==> src/hdl/srp_pkg.sv <==
`timescale 1ns / 1ps

package srp_pkg;

	localparam int SPEED_BITS_DEF = 17;

	localparam int CFG_IDX_BITS  = 3;
	localparam int CFG_DATA_BITS = 32;

	localparam int CLK_BITS      = 32;
	localparam int STEP_BITS     = 16;
	localparam int USTEP_BITS    = 3;
	localparam int STEP_DIV_BITS = STEP_BITS + (1 << USTEP_BITS) - 1;
	localparam int MUL_SHIFT     = 10;
	localparam int PROD_BITS     = CLK_BITS + MUL_SHIFT;
	localparam int ITER_BITS     = $clog2(PROD_BITS + 1);

	localparam logic [MUL_SHIFT-1:0] MUL_K      = MUL_SHIFT'(1000);
	localparam logic [ITER_BITS-1:0] DIV1_ITERS = ITER_BITS'(CLK_BITS);
	localparam logic [ITER_BITS-1:0] DIV2_ITERS = ITER_BITS'(PROD_BITS);

	localparam logic [15:0]          MAX_SPEED_RST = 16'hFFFF;
	localparam logic [15:0]          MAX_DELTA_RST = 16'd1;
	localparam logic [CLK_BITS-1:0]  CLK_X30_RST   = 32'd2160000000;
	localparam logic [STEP_BITS-1:0] STEPS_RST     = 16'd200;

	typedef enum logic [1:0] {
		ACT_SET   = 2'd0,
		ACT_TICK  = 2'd1,
		ACT_START = 2'd2,
		ACT_STOP  = 2'd3
	} action_t;

	typedef enum logic [CFG_IDX_BITS-1:0] {
		CFG_MAX_SPEED = 3'd0,
		CFG_MAX_DELTA = 3'd1,
		CFG_REVERSE   = 3'd2,
		CFG_USTEP     = 3'd3,
		CFG_CLK_X30   = 3'd4,
		CFG_STEPS     = 3'd5
	} cfg_idx_t;

endpackage

==> src/hdl/srp_in_if.sv <==
`timescale 1ns / 1ps

interface srp_in_if #(
	parameter int SPEED_BITS = srp_pkg::SPEED_BITS_DEF
);
	logic                         valid;
	logic                         ready;
	logic [1:0]                   action;
	logic signed [SPEED_BITS-1:0] target_in;

	modport source (output valid, output action, output target_in, input ready);
	modport sink   (input valid, input action, input target_in, output ready);
endinterface

==> src/hdl/srp_out_if.sv <==
`timescale 1ns / 1ps

interface srp_out_if #(
	parameter int SPEED_BITS = srp_pkg::SPEED_BITS_DEF
);
	logic                               valid;
	logic                               ready;
	logic signed [SPEED_BITS-1:0]       speed_now;
	logic                               dir_pin;
	logic [srp_pkg::CLK_BITS-1:0]       step_period;
	logic                               period_load;
	logic                               enable_n;
	logic                               running;

	modport source (output valid, output speed_now, output dir_pin, output step_period,
		output period_load, output enable_n, output running, input ready);
	modport sink   (input valid, input speed_now, input dir_pin, input step_period,
		input period_load, input enable_n, input running, output ready);
endinterface

==> src/hdl/srp_div.sv <==
`timescale 1ns / 1ps

// restoring divider, one quotient bit per cycle
module srp_div #(
	parameter int N = srp_pkg::PROD_BITS,
	parameter int D = srp_pkg::STEP_DIV_BITS
) (
	input  logic                       clk,
	input  logic                       arst_n,
	input  logic                       go,
	input  logic [N-1:0]               dividend,
	input  logic [D-1:0]               divisor,
	input  logic [$clog2(N+1)-1:0]     iters,
	output logic                       done,
	output logic [N-1:0]               quo
);
	logic [D-1:0]           rem_q;
	logic [N-1:0]           dq_q;
	logic [D-1:0]           dv_q;
	logic [$clog2(N+1)-1:0] cnt_q;
	logic                   busy_q;
	logic                   done_q;

	logic [D:0] sh;
	logic [D:0] diff;
	logic       ge;

	assign sh   = {rem_q, dq_q[N-1]};
	assign diff = sh - {1'b0, dv_q};
	assign ge   = (sh >= {1'b0, dv_q});

	always_ff @(posedge clk or negedge arst_n) begin
		if (!arst_n) begin
			rem_q  <= '0;
			dq_q   <= '0;
			dv_q   <= '0;
			cnt_q  <= '0;
			busy_q <= 1'b0;
			done_q <= 1'b0;
		end else begin
			done_q <= 1'b0;
			if (go) begin
				rem_q  <= '0;
				dq_q   <= dividend;
				dv_q   <= divisor;
				cnt_q  <= iters;
				busy_q <= 1'b1;
			end else if (busy_q) begin
				rem_q <= ge ? diff[D-1:0] : sh[D-1:0];
				dq_q  <= {dq_q[N-2:0], ge};
				cnt_q <= cnt_q - 1'b1;
				if (cnt_q == ($clog2(N+1))'(1)) begin
					busy_q <= 1'b0;
					done_q <= 1'b1;
				end
			end
		end
	end

	assign done = done_q;
	assign quo  = dq_q;
endmodule

==> src/hdl/srp_period.sv <==
`timescale 1ns / 1ps

// period = sat32((clock_x30 / (steps << ustep)) * 1000 / mag)
module srp_period #(
	parameter int SPEED_BITS = srp_pkg::SPEED_BITS_DEF
) (
	input  logic                                clk,
	input  logic                                arst_n,
	input  logic                                start,
	input  logic [SPEED_BITS-2:0]               mag,
	input  logic [srp_pkg::CLK_BITS-1:0]        clock_x30,
	input  logic [srp_pkg::STEP_BITS-1:0]       steps_per_rev,
	input  logic [srp_pkg::USTEP_BITS-1:0]      microstep_shift,
	output logic                                done,
	output logic [srp_pkg::CLK_BITS-1:0]        period
);
	localparam int PB = srp_pkg::PROD_BITS;
	localparam int CB = srp_pkg::CLK_BITS;
	localparam int D  = (SPEED_BITS - 1 > srp_pkg::STEP_DIV_BITS) ?
		SPEED_BITS - 1 : srp_pkg::STEP_DIV_BITS;

	typedef enum logic [2:0] {S_IDLE, S_DIV1, S_MUL, S_DIV2} pstate_t;

	pstate_t               st_q;
	logic                  go_q;
	logic                  sel2_q;
	logic                  done_q;
	logic [SPEED_BITS-2:0] mag_q;
	logic [PB-1:0]         prod_q;

	logic [srp_pkg::STEP_DIV_BITS-1:0] step_div;
	logic [PB-1:0]                     dvd;
	logic [D-1:0]                      dvs;
	logic [srp_pkg::ITER_BITS-1:0]     its;
	logic                              div_done;
	logic [PB-1:0]                     quo;

	assign step_div = srp_pkg::STEP_DIV_BITS'(steps_per_rev) << microstep_shift;
	assign dvd = sel2_q ? prod_q : (PB'(clock_x30) << srp_pkg::MUL_SHIFT);
	assign dvs = sel2_q ? D'(mag_q) : D'(step_div);
	assign its = sel2_q ? srp_pkg::DIV2_ITERS : srp_pkg::DIV1_ITERS;

	srp_div #(.N(PB), .D(D)) u_div (
		.clk      (clk),
		.arst_n   (arst_n),
		.go       (go_q),
		.dividend (dvd),
		.divisor  (dvs),
		.iters    (its),
		.done     (div_done),
		.quo      (quo)
	);

	always_ff @(posedge clk or negedge arst_n) begin
		if (!arst_n) begin
			st_q   <= S_IDLE;
			go_q   <= 1'b0;
			sel2_q <= 1'b0;
			done_q <= 1'b0;
			mag_q  <= '0;
			prod_q <= '0;
		end else begin
			go_q   <= 1'b0;
			done_q <= 1'b0;
			case (st_q)
				S_IDLE: begin
					if (start) begin
						mag_q  <= mag;
						sel2_q <= 1'b0;
						go_q   <= 1'b1;
						st_q   <= S_DIV1;
					end
				end
				S_DIV1: begin
					if (div_done) begin
						st_q <= S_MUL;
					end
				end
				S_MUL: begin
					prod_q <= PB'(quo[CB-1:0]) * PB'(srp_pkg::MUL_K);
					sel2_q <= 1'b1;
					go_q   <= 1'b1;
					st_q   <= S_DIV2;
				end
				S_DIV2: begin
					if (div_done) begin
						done_q <= 1'b1;
						st_q   <= S_IDLE;
					end
				end
				default: st_q <= S_IDLE;
			endcase
		end
	end

	assign done   = done_q;
	assign period = (|quo[PB-1:CB]) ? '1 : quo[CB-1:0];
endmodule

==> src/hdl/stepper_speed_ramp_core.sv <==
`timescale 1ns / 1ps

// Stepper speed ramp core.
// cmd channel (valid/ready): action and signed target_in. rsp channel (valid/ready):
// one result item per cmd item with speed, direction, period, load flag, enable, run.
// cfg port: cfg_we writes cfg_data into register cfg_idx; write only while idle.
// Set target, start, stop and a tick that is stopped or lands on zero speed:
// result valid in the cycle after the item is taken.
// A tick to a nonzero speed: the result waits on the shared bit-serial divider
// (32 steps for clock_x30 / (steps << ustep), then 42 steps for the scaled period
// divided by |speed|), with a multiply by 1000 between the two divisions.
// One item in flight at a time; cmd.ready goes high when no tick is being computed
// and the result register is free or being drained in the same cycle.
// Reset: speeds and period 0, stopped, driver disabled (enable_n 1), registers at
// their defaults. A stalled rsp holds the result and blocks new items.
module stepper_speed_ramp_core #(
	parameter int SPEED_BITS = srp_pkg::SPEED_BITS_DEF
) (
	input  logic                              clk,
	input  logic                              arst_n,
	srp_in_if.sink                            cmd,
	srp_out_if.source                         rsp,
	input  logic                              cfg_we,
	input  logic [srp_pkg::CFG_IDX_BITS-1:0]  cfg_idx,
	input  logic [srp_pkg::CFG_DATA_BITS-1:0] cfg_data
);
	localparam int SB = SPEED_BITS;
	localparam int LW = (SB > 17) ? SB : 17;
	localparam int CW = (SB + 1 > 17) ? SB + 1 : 17;
	localparam logic signed [LW-1:0] CAP = LW'((64'd1 << (SB - 1)) - 64'd1);

	typedef enum logic {T_IDLE, T_CALC} tstate_t;

	logic [15:0]                        max_speed_q;
	logic [15:0]                        max_delta_q;
	logic                               rev_q;
	logic [srp_pkg::USTEP_BITS-1:0]     ustep_q;
	logic [srp_pkg::CLK_BITS-1:0]       clk_x30_q;
	logic [srp_pkg::STEP_BITS-1:0]      spr_q;

	tstate_t                      st_q;
	logic                         vld_q;
	logic signed [SB-1:0]         target_q;
	logic signed [SB-1:0]         actual_q;
	logic                         run_q;
	logic                         dir_q;
	logic [srp_pkg::CLK_BITS-1:0] period_q;
	logic                         load_q;
	logic                         en_n_q;

	logic                         acc;
	logic signed [LW-1:0]         req;
	logic signed [LW-1:0]         lim_raw;
	logic signed [LW-1:0]         lim;
	logic signed [LW-1:0]         clamped;
	logic signed [CW-1:0]         diff;
	logic signed [CW-1:0]         dd;
	logic signed [CW-1:0]         ns_w;
	logic signed [SB-1:0]         ns;
	logic signed [SB-1:0]         mag_w;
	logic                         ndir;
	logic                         pstart;
	logic                         pdone;
	logic [srp_pkg::CLK_BITS-1:0] pper;

	always_ff @(posedge clk or negedge arst_n) begin
		if (!arst_n) begin
			max_speed_q <= srp_pkg::MAX_SPEED_RST;
			max_delta_q <= srp_pkg::MAX_DELTA_RST;
			rev_q       <= 1'b0;
			ustep_q     <= '0;
			clk_x30_q   <= srp_pkg::CLK_X30_RST;
			spr_q       <= srp_pkg::STEPS_RST;
		end else if (cfg_we) begin
			case (cfg_idx)
				srp_pkg::CFG_MAX_SPEED: max_speed_q <= cfg_data[15:0];
				srp_pkg::CFG_MAX_DELTA: max_delta_q <= cfg_data[15:0];
				srp_pkg::CFG_REVERSE:   rev_q       <= cfg_data[0];
				srp_pkg::CFG_USTEP:     ustep_q     <= cfg_data[srp_pkg::USTEP_BITS-1:0];
				srp_pkg::CFG_CLK_X30:   clk_x30_q   <= cfg_data[srp_pkg::CLK_BITS-1:0];
				srp_pkg::CFG_STEPS:     spr_q       <= cfg_data[srp_pkg::STEP_BITS-1:0];
				default: ;
			endcase
		end
	end

	// target clamp
	assign req     = LW'(cmd.target_in);
	assign lim_raw = $signed(LW'(max_speed_q));
	assign lim     = (lim_raw > CAP) ? CAP : lim_raw;
	assign clamped = (req > lim) ? lim : ((req < -lim) ? -lim : req);

	// ramp step
	assign diff = CW'(target_q) - CW'(actual_q);
	assign dd   = $signed(CW'(max_delta_q));
	assign ns_w = (diff > dd) ? CW'(actual_q) + dd :
		((diff < -dd) ? CW'(actual_q) - dd : CW'(target_q));
	assign ns    = SB'(ns_w);
	assign mag_w = ns[SB-1] ? -ns : ns;
	assign ndir  = rev_q ? ns[SB-1] : (!ns[SB-1] && (ns != '0));

	assign acc    = cmd.valid && cmd.ready;
	assign pstart = acc && (cmd.action == srp_pkg::ACT_TICK) && run_q && (ns != '0);

	srp_period #(.SPEED_BITS(SB)) u_period (
		.clk             (clk),
		.arst_n          (arst_n),
		.start           (pstart),
		.mag             (mag_w[SB-2:0]),
		.clock_x30       (clk_x30_q),
		.steps_per_rev   (spr_q),
		.microstep_shift (ustep_q),
		.done            (pdone),
		.period          (pper)
	);

	always_ff @(posedge clk or negedge arst_n) begin
		if (!arst_n) begin
			st_q     <= T_IDLE;
			vld_q    <= 1'b0;
			target_q <= '0;
			actual_q <= '0;
			run_q    <= 1'b0;
			dir_q    <= 1'b0;
			period_q <= '0;
			load_q   <= 1'b0;
			en_n_q   <= 1'b1;
		end else begin
			if (rsp.valid && rsp.ready) begin
				vld_q <= 1'b0;
			end
			case (st_q)
				T_IDLE: begin
					if (acc) begin
						load_q <= 1'b0;
						vld_q  <= 1'b1;
						case (cmd.action)
							srp_pkg::ACT_SET: begin
								target_q <= SB'(clamped);
							end
							srp_pkg::ACT_TICK: begin
								if (run_q) begin
									actual_q <= ns;
									dir_q    <= ndir;
									if (ns != '0) begin
										vld_q <= 1'b0;
										st_q  <= T_CALC;
									end
								end
							end
							srp_pkg::ACT_START: begin
								en_n_q   <= 1'b0;
								target_q <= '0;
								actual_q <= '0;
								run_q    <= 1'b1;
							end
							default: begin
								en_n_q   <= 1'b1;
								target_q <= '0;
								actual_q <= '0;
								run_q    <= 1'b0;
							end
						endcase
					end
				end
				T_CALC: begin
					if (pdone) begin
						period_q <= pper;
						load_q   <= 1'b1;
						vld_q    <= 1'b1;
						st_q     <= T_IDLE;
					end
				end
				default: st_q <= T_IDLE;
			endcase
		end
	end

	assign cmd.ready       = (st_q == T_IDLE) && (!vld_q || rsp.ready);
	assign rsp.valid       = vld_q;
	assign rsp.speed_now   = actual_q;
	assign rsp.dir_pin     = dir_q;
	assign rsp.step_period = period_q;
	assign rsp.period_load = load_q;
	assign rsp.enable_n    = en_n_q;
	assign rsp.running     = run_q;

`ifndef SYNTHESIS
	a_acc_result: assert property (@(posedge clk) disable iff (!arst_n)
		acc |=> (vld_q || st_q == T_CALC))
		else $error("item taken without a pending result");
	a_calc_empty: assert property (@(posedge clk) disable iff (!arst_n)
		(st_q == T_CALC) |-> !vld_q)
		else $error("result register busy during period computation");
	a_done_calc: assert property (@(posedge clk) disable iff (!arst_n)
		pdone |-> (st_q == T_CALC))
		else $error("period unit finished with no tick in flight");
	a_load_speed: assert property (@(posedge clk) disable iff (!arst_n)
		(vld_q && load_q) |-> (actual_q != '0 && run_q))
		else $error("period loaded at zero speed or while stopped");
`endif
endmodule
==> src/flat_wrapper.sv <==
// flat-port wrapper written by rule: the top's interface ports become plain ports
module stepper_speed_ramp_core_flat 
#(
	parameter int SPEED_BITS = srp_pkg::SPEED_BITS_DEF
)
  (clk, arst_n, cfg_we, cfg_idx, cfg_data, cmd_valid, cmd_action, cmd_target_in, cmd_ready, rsp_valid, rsp_speed_now, rsp_dir_pin, rsp_step_period, rsp_period_load, rsp_enable_n, rsp_running, rsp_ready);
  srp_in_if #(.SPEED_BITS(SPEED_BITS)) cmd_i ();
  srp_out_if #(.SPEED_BITS(SPEED_BITS)) rsp_i ();
  input  logic clk;
  input  logic arst_n;
  input  logic cfg_we;
  input  logic [srp_pkg::CFG_IDX_BITS-1:0] cfg_idx;
  input  logic [srp_pkg::CFG_DATA_BITS-1:0] cfg_data;
  input wire logic [$bits(cmd_i.valid)-1:0] cmd_valid;
  input wire logic [$bits(cmd_i.action)-1:0] cmd_action;
  input wire logic [$bits(cmd_i.target_in)-1:0] cmd_target_in;
  output wire logic [$bits(cmd_i.ready)-1:0] cmd_ready;
  output wire logic [$bits(rsp_i.valid)-1:0] rsp_valid;
  output wire logic [$bits(rsp_i.speed_now)-1:0] rsp_speed_now;
  output wire logic [$bits(rsp_i.dir_pin)-1:0] rsp_dir_pin;
  output wire logic [$bits(rsp_i.step_period)-1:0] rsp_step_period;
  output wire logic [$bits(rsp_i.period_load)-1:0] rsp_period_load;
  output wire logic [$bits(rsp_i.enable_n)-1:0] rsp_enable_n;
  output wire logic [$bits(rsp_i.running)-1:0] rsp_running;
  input wire logic [$bits(rsp_i.ready)-1:0] rsp_ready;
  assign cmd_i.valid = cmd_valid;
  assign cmd_i.action = cmd_action;
  assign cmd_i.target_in = cmd_target_in;
  assign cmd_ready = cmd_i.ready;
  assign rsp_valid = rsp_i.valid;
  assign rsp_speed_now = rsp_i.speed_now;
  assign rsp_dir_pin = rsp_i.dir_pin;
  assign rsp_step_period = rsp_i.step_period;
  assign rsp_period_load = rsp_i.period_load;
  assign rsp_enable_n = rsp_i.enable_n;
  assign rsp_running = rsp_i.running;
  assign rsp_i.ready = rsp_ready;
  stepper_speed_ramp_core #(.SPEED_BITS(SPEED_BITS)) u_core (.clk(clk), .arst_n(arst_n), .cmd(cmd_i), .rsp(rsp_i), .cfg_we(cfg_we), .cfg_idx(cfg_idx), .cfg_data(cfg_data));
endmodule
==> config.mk <==
export PLATFORM = sky130hd
export DESIGN_NAME = stepper_speed_ramp_core_flat
export DESIGN_NICKNAME = d
export VERILOG_FILES = /design/src/hdl/srp_pkg.sv /design/src/hdl/srp_in_if.sv /design/src/hdl/srp_out_if.sv /design/src/hdl/srp_div.sv /design/src/hdl/srp_period.sv /design/src/hdl/stepper_speed_ramp_core.sv /design/src/flat_wrapper.sv
export SDC_FILE = /design/constraint.sdc
export NUM_CORES = 1
export LEC_CHECK = 0
export BUFFER_PORTS_ARGS = -buffer_cell sky130_fd_sc_hd__buf_2
export CELL_PAD_IN_SITES_DETAIL_PLACEMENT = 2
export CELL_PAD_IN_SITES_GLOBAL_PLACEMENT = 2
export CORE_ASPECT_RATIO = 0.6
export CORE_MARGIN = 2
export CORE_UTILIZATION = 40
export DETAILED_ROUTE_END_ITERATION = 8
export PLACE_DENSITY_LB_ADDON = 0.05
export SETUP_SLACK_MARGIN = 0.2
export SLEW_MARGIN = 40
export SYNTH_ARGS = -nofsm -noshare
export SYNTH_HDL_FRONTEND = slang
export SYNTH_SLANG_ARGS = --single-unit
==> constraint.sdc <==
create_clock -name clk -period 9.1 [get_ports clk]
set_input_delay 0.91 -clock clk [delete_from_list [all_inputs] [get_ports clk]]
set_output_delay 0.91 -clock clk [all_outputs]
set_load 0.01 [all_outputs]
# Word-level counts from Yosys, hierarchy flattened
# Cells that the tools add are included.
[op_classes]
bitwise_logic = 4
n_shift = 1
addsub = 8
reduce_logical = 33
n_mux = 55
eq_ne = 17
order_cmp = 6
multipliers = 1
[op_table]
columns = ["op", "n"]
rows = [
  ["two-way mux 42 bit", 3],
  ["two-way mux 23 bit", 4],
  ["two-way mux 17 bit", 5],
  ["one-hot mux 17 bit (2 select lines)", 2],
  ["multiplier 32 x 7 -> 39 bit, second input constant", 1],
  ["two-way mux 16 bit", 2],
  ["two-way mux 32 bit", 1],
  ["greater-or-equal comparator 24 x 23 -> 1 bit", 1],
  ["two-way mux 1 bit", 24],
  ["left shift 16 x 3 -> 23 bit", 1],
  ["subtractor 23 bit", 1],
  ["AND reduction 2 bit", 10],
  ["> comparator 18 x 17 -> 1 bit", 1],
  ["less-than comparator 18 bit", 1],
  ["negator 16 -> 18 bit", 1],
  ["subtractor 17 x 17 -> 18 bit", 1],
  ["adder 17 bit", 1],
  ["> comparator 17 bit", 1],
  ["less-than comparator 17 bit", 1],
  ["negator 17 bit", 1],
  ["nonzero test 17 bit", 1],
  ["subtractor 17 bit", 1],
  ["> comparator 16 bit, second input constant", 1],
  ["negator 16 bit", 1],
  ["other kinds (25)", 58],
]
[word_totals]
register_bits = 313
out_inout_bits = 55
word_cells = 152

# Longest topological paths before layout
[logic_depth]
ltp_word = 10
ltp_mapped = 36
ltp_nobuf = 31

# Cells and area by module
# From an unflattened synthesis, not the netlist that was laid out.
[hier_totals]
cells_unflattened = 2797
area_unflattened_um2 = 26043.7
[modules_own_cells]
columns = ["module", "cells_per_inst", "area_each_um2", "n_inst", "seq_area_each_um2"]
rows = [
  ["stepper_speed_ramp_core", 1186, 11139.4, 1, 3946.3],
  ["srp_period", 964, 9197.6, 1, 1501.4],
  ["srp_div", 647, 5706.7, 1, 2402.3],
]

# Worst setup path after synthesis
# No wires, ideal clock.
[synth_path]
path_kind = "register -> register"
from = "reg u_core.actual_q[0] (netlist: u_core.rsp.speed_now[0])"
to = "reg u_core.u_period.mag_q[10]"
setup_ns = 0.125
setup_slack_ns = 3.118
stages_incl_launch_ff = 36
required_time_ns = 8.975
n_path_buf = 5
arrival_ns = 5.857
cell_sequence = "dfrtp_1 -> ha_1 -> fa_1 -> nor2b_1 -> o21ai_1 -> a21boi_1 -> o21ai_0 -> nand2b_1 -> a21o_1 -> a21oi_1 -> xnor2_1 -> ha_1 -> o21a_1 -> o21a_1 -> o21ai_0 -> a32o_1 -> o21ai_0 -> o2111ai_1 -> maj3_1 -> a211o_1 -> buf_6 -> nand2_2 -> buf_4 -> buf_2 -> nor3_1 -> a21oi_1 -> inv_1 -> ha_1 -> inv_1 -> a211oi_2 -> nand4b_2 -> and4b_1 -> buf_6 -> nor2_4 -> buf_6 -> mux2_4"
[synth_between]
elab_chain_cells = 7
word_cells_on_any_way = 12
cone_classes = "add/sub: 4; order compare: 2; mux: 3; reduce/logical: 3"
[synth_lines]
columns = ["element", "line", "source"]
rows = [
  ["start: declaration", "stepper_speed_ramp_core.sv:44", "logic signed [SB-1:0] actual_q;"],
  ["start signal: assignment", "stepper_speed_ramp_core.sv:143", "actual_q <= ns;"],
  ["subtractor 17 x 17 -> 18 bit", "stepper_speed_ramp_core.sv:94", "assign diff = CW'(target_q) - CW'(actual_q);"],
  ["less-than comparator 18 bit", "stepper_speed_ramp_core.sv:97", "((diff < -dd) ? CW'(actual_q) - dd : CW'(target_q));"],
  ["two-way mux 17 bit", "stepper_speed_ramp_core.sv:97", ""],
  ["two-way mux 17 bit *", "stepper_speed_ramp_core.sv:96", "assign ns_w = (diff > dd) ? CW'(actual_q) + dd :"],
  ["parallel branches: the longest is 3 deep, another holds negator 16 bit", "-", ""],
  ["end signal: assignment", "srp_period.sv:68", "mag_q <= mag;"],
  ["end: declaration", "srp_period.sv:28", "logic [SPEED_BITS-2:0] mag_q;"],
]
# Every way passes the cells marked *.
# A chain may end at the register's enable or synchronous reset.

# Worst setup path after layout
[layout_path]
from = "reg u_core.target_q[0]"
to = "reg u_core.u_period.mag_q[6]"
[layout_between]
elab_chain_cells = 7
word_cells_on_any_way = 10
cone_classes = "add/sub: 2; order compare: 2; mux: 3; reduce/logical: 3"
[layout_lines]
columns = ["element", "line", "source"]
rows = [
  ["start: declaration", "stepper_speed_ramp_core.sv:43", "logic signed [SB-1:0] target_q;"],
  ["start signal: assignment", "stepper_speed_ramp_core.sv:139", "target_q <= SB'(clamped);"],
  ["subtractor 17 x 17 -> 18 bit", "stepper_speed_ramp_core.sv:94", ""],
  ["less-than comparator 18 bit", "stepper_speed_ramp_core.sv:97", ""],
  ["two-way mux 17 bit", "stepper_speed_ramp_core.sv:97", ""],
  ["two-way mux 17 bit *", "stepper_speed_ramp_core.sv:96", ""],
  ["parallel branches: the longest is 3 deep, another holds negator 16 bit", "-", ""],
]
# Marked as above.

==> metrics.md <==
| Metric | Value |
|---|---|
| Drt first pass iters | 5 |
| Status | finished clean |
| Critical path type | reg2reg |
| Syn Area/Cell | 9.86 um2 |
| Most common cell in the netlist | dfrtp_1 |
| Final RePlAce weighted congestion | 0.949 |
| FP Rows | 70 |
| Seq/Total Area, Yosys | 31.9% |
| Net Sw Frac | 36.4% |
| First-pass GRT wire length | 141 mm |
| Post-DR vias/cell | 5.91 |
| Clk sinks | about 310 |
| WP depth | 31 |
| Drt total wl | 92.0 mm |
| Total placed instance area | 26000 um2 |
| Largest net degree at the start of global routing | 100 |
| Synth Flop Type | dfrtp_1 |
| Final min period | about 7.6 ns |
| Reg2reg start | u_core.target_q[0]$_DFFE_PN0P_ |
| Clock transition at path regs | 0.07 ns |
| Met3 GRT Util | 5.36% |
| Busiest layer in global routing | met1 |
| Seq pwr share | between 30% and 40% |
| Clock Power Share | 34.8% |
| Worst R2R Path Depth | 31 |
| Met1 usage | between 40% and 50% |
| Post-route ant nets | 0 |
| Top post-synthesis cells by area | dfrtp_1, ha_1, fa_1, mux2_2, dfstp_2 |
| CP max FO | 21 |
| Unrepaired setup endpoints after global routing | no |
| Post-CTS resize count | 0 |
| Syn Nets | 2901 |
| Clock Root Buffer | clkbuf_16 |
| Post-synth EDFFs | 0 |
| Cell area after layout | 27300 um2 |
| Worst Max-Slew Pin Slew | 0.861 ns |
| Static Leak | 0.0131 uW |
| R2R Setup Slk | ~1.5 ns |
| Synth top area share | 28.3% |
| WL/cell | 27.0 um |
| Final Slew Violations | 0 |
| CTS tree | yes |
| Reported max-cap violation count | 0 |
| Cell family with most CP delay | compound AO/OA/AOI/OAI gates |
| Starting Density | 40.4% |
| Rel. slew slack | between 40% and 50% |
| DR vias | a little over 20000 |
| Die width | 324 um |
| Vias in the first global route | 21681 |
| Nets | 2965 |
| Post-synth top area cell | dfrtp_1 |
| TNS Setup | 0 ns |
| M2 GR Usage | 41.0% |
| Crit. End Element | flop |
| Synthesis-to-layout area growth | 10.9% |
| Synth Warn # | 0 |
| FMAX | ~0.13 GHz |
| CP peak stage delay | 0.69 ns |
| Async set or reset register ratio after synthesis | 100% |
| Die Ht | 196 um |
| Grt total ovfl | 0 |
| Startpoint types | flop |
| Internal power | 2850 uW |
| Logic pwr share | 28.9% |
| Postcts setup bufs | 0 |
| Total GRT Usage | about 29% |
| Ports | 114 |
| Maximum clock path buffer count | 3 |
| Core area | 60900 um2 |
| WP data required | 9.55 ns |
| Period utilization | 84.0% |
| Initial antenna violation count | 2 |
| Synth cell count leaders | dfrtp_1, ha_1, nand2_1 |
| NetSw | 1630 uW |
| Mapped Area | 24600 um2 |
| Max IR drop VDD | 0.109 mV |
| Worst-skew pair later-pin latency | 0.57 ns |
| Die ar. | between 60000 and 70000 um2 |
| Setup Skew | 0.0173 ns |
| Layout fillers | 6342 |
| Pwr per Cell Area | about 160 nW/um2 |
| Layout cell share with drive strength beyond 1 | 15.0% |
| Drt drc | 0 |
| Critical-path top delay cell | and4b_1 |
| Hold Buf Count CTS | 0 |
| Reg-to-Reg End | u_core.u_period.mag_q[6]$_DFFE_PN0P_ |
| Synth unique cells | 86 |
| Final Setup Violations | 0 |
| Worst path bufs/invs | 3 |
| Synth Instances | 2494 |
| HPWL Detailed | approximately 70 mm |
| CTS H-tree depth | 2 |
| Hold Crit Class | in2async |
| Final hold violations | 0 |
| Flops & latches, synth | 312 |
| IO buf count | 113 |
| Initial DRC count | 1425 |
| WP data arrival | 8.09 ns |
| CTS buffer count | 36 |
per-stage QoR:
| stage | cells | util (%) | hold slack, ns | setup slack [ns] | power (uW) |
|---|---|---|---|---|---|
| CTS | 3411 | 44.7 | 0.418 | 1.67 | 4480 |
| global placement | 3344 | 42.6 | 0.432 | 2.02 | 2850 |
| detailed placement | 3347 | 42.7 | 0.450 | 1.71 | 2900 |
| floorplan | 2494 | - | 0.416 | 3.12 | 2410 |
| global route | 3413 | 44.8 | 0.240 | 1.11 | 4680 |
| finish | 3413 | 44.8 | 0.231 | 1.46 | 4480 |
how the worst max path moves through the flow:
stage / slack, ns / to / from
finish: 1.46 / u_core.u_period.mag_q[6]$_DFFE_PN0P_ / u_core.target_q[0]$_DFFE_PN0P_
global route: 1.11 / u_core.u_period.mag_q[6]$_DFFE_PN0P_ / u_core.target_q[0]$_DFFE_PN0P_
CTS: 1.67 / u_core.u_period.mag_q[6]$_DFFE_PN0P_ / u_core.target_q[0]$_DFFE_PN0P_
detailed placement: 1.71 / u_core.u_period.mag_q[6]$_DFFE_PN0P_ / u_core.target_q[0]$_DFFE_PN0P_
global placement: 2.02 / u_core.u_period.mag_q[5]$_DFFE_PN0P_ / u_core.target_q[0]$_DFFE_PN0P_
floorplan: 3.12 / u_core.u_period.mag_q[10]$_DFFE_PN0P_ / u_core.rsp.speed_now[0]$_DFFE_PN0P_
layout make-up:
class                   instances  area, um2  share of cell area [%]
clock inverters                12        168                   0.615
well taps                     828       1040                    3.80
inverters                     163        612                    2.24
flip-flops and latches        312       7860                    28.8
clock buffers                  52       1040                    3.82
multi-input cells            1912      15800                    57.8
repair buffers                133        802                    2.94
diodes                          1       2.50                 0.00918
state kept, by name, indices dropped and copies added (netlist names), 17 cells and up:
name / flops
u_core.u_period.u_div.quo: 42
u_core.u_period.prod_q: 39
u_core.clk_x30_q: 32
u_core.rsp.step_period: 32
u_core.u_period.u_div.dv_q: 23
u_core.u_period.u_div.rem_q: 23
u_core.rsp.speed_now: 17
u_core.target_q: 17
logic make-up after synthesis:
| logic type | count (synthesis) | share of synthesized area (%) |
|---|---|---|
| compound gates | 657 | 17.5 |
| xor+xnor | 119 | 4.24 |
| fa+ha+maj | 350 | 21.5 |
| buf+inv | 270 | 4.29 |
| flops | 312 | 31.9 |
| mux | 200 | 8.93 |
| simple gates | 586 | 11.6 |
per-layer routing:
| metal | vias up | routed length, um |
|---|---|---|
| met1 | 10660 | 48400 |
| met3 | 68 | 5210 |
| met4 | 0 | 967 |
| met5 | - | 0 |
| met2 | 419 | 37400 |
| li1 | 9014 | - |
placed cells by master, fill, tap and decap left out, types with 109 or more instances in the layout:
cell type  count
fa_1         122
ha_1         225
buf_2        112
o21ai_0      162
dfrtp_1      273
nand2_1      175
inv_1        161
nor2_1       141
a21oi_1      158
mux2_2       109
worst register-to-register path: cells and delay by family (launching register included):
family          cells  cell delay [ns]
compound gates     13             2.45
xor+xnor            1             0.28
fa+ha+maj           5             1.42
buf+inv             3             0.29
flops               1             0.43
mux                 1             0.37
simple gates        8             2.30
power groups by stage:
| stage | Sequential (uW) | Combinational [uW] | Clock [uW] |
|---|---|---|---|
| after CTS | 1620 | 1270 | 1590 |
| after global placement | 1640 | 1210 | 0 |
| after floorplan | 1570 | 845 | 0 |
| final | 1620 | 1300 | 1560 |
| after detailed placement | 1650 | 1260 | 0 |
| after global routing | 1640 | 1400 | 1640 |
(Power assumes the default switching activity.)
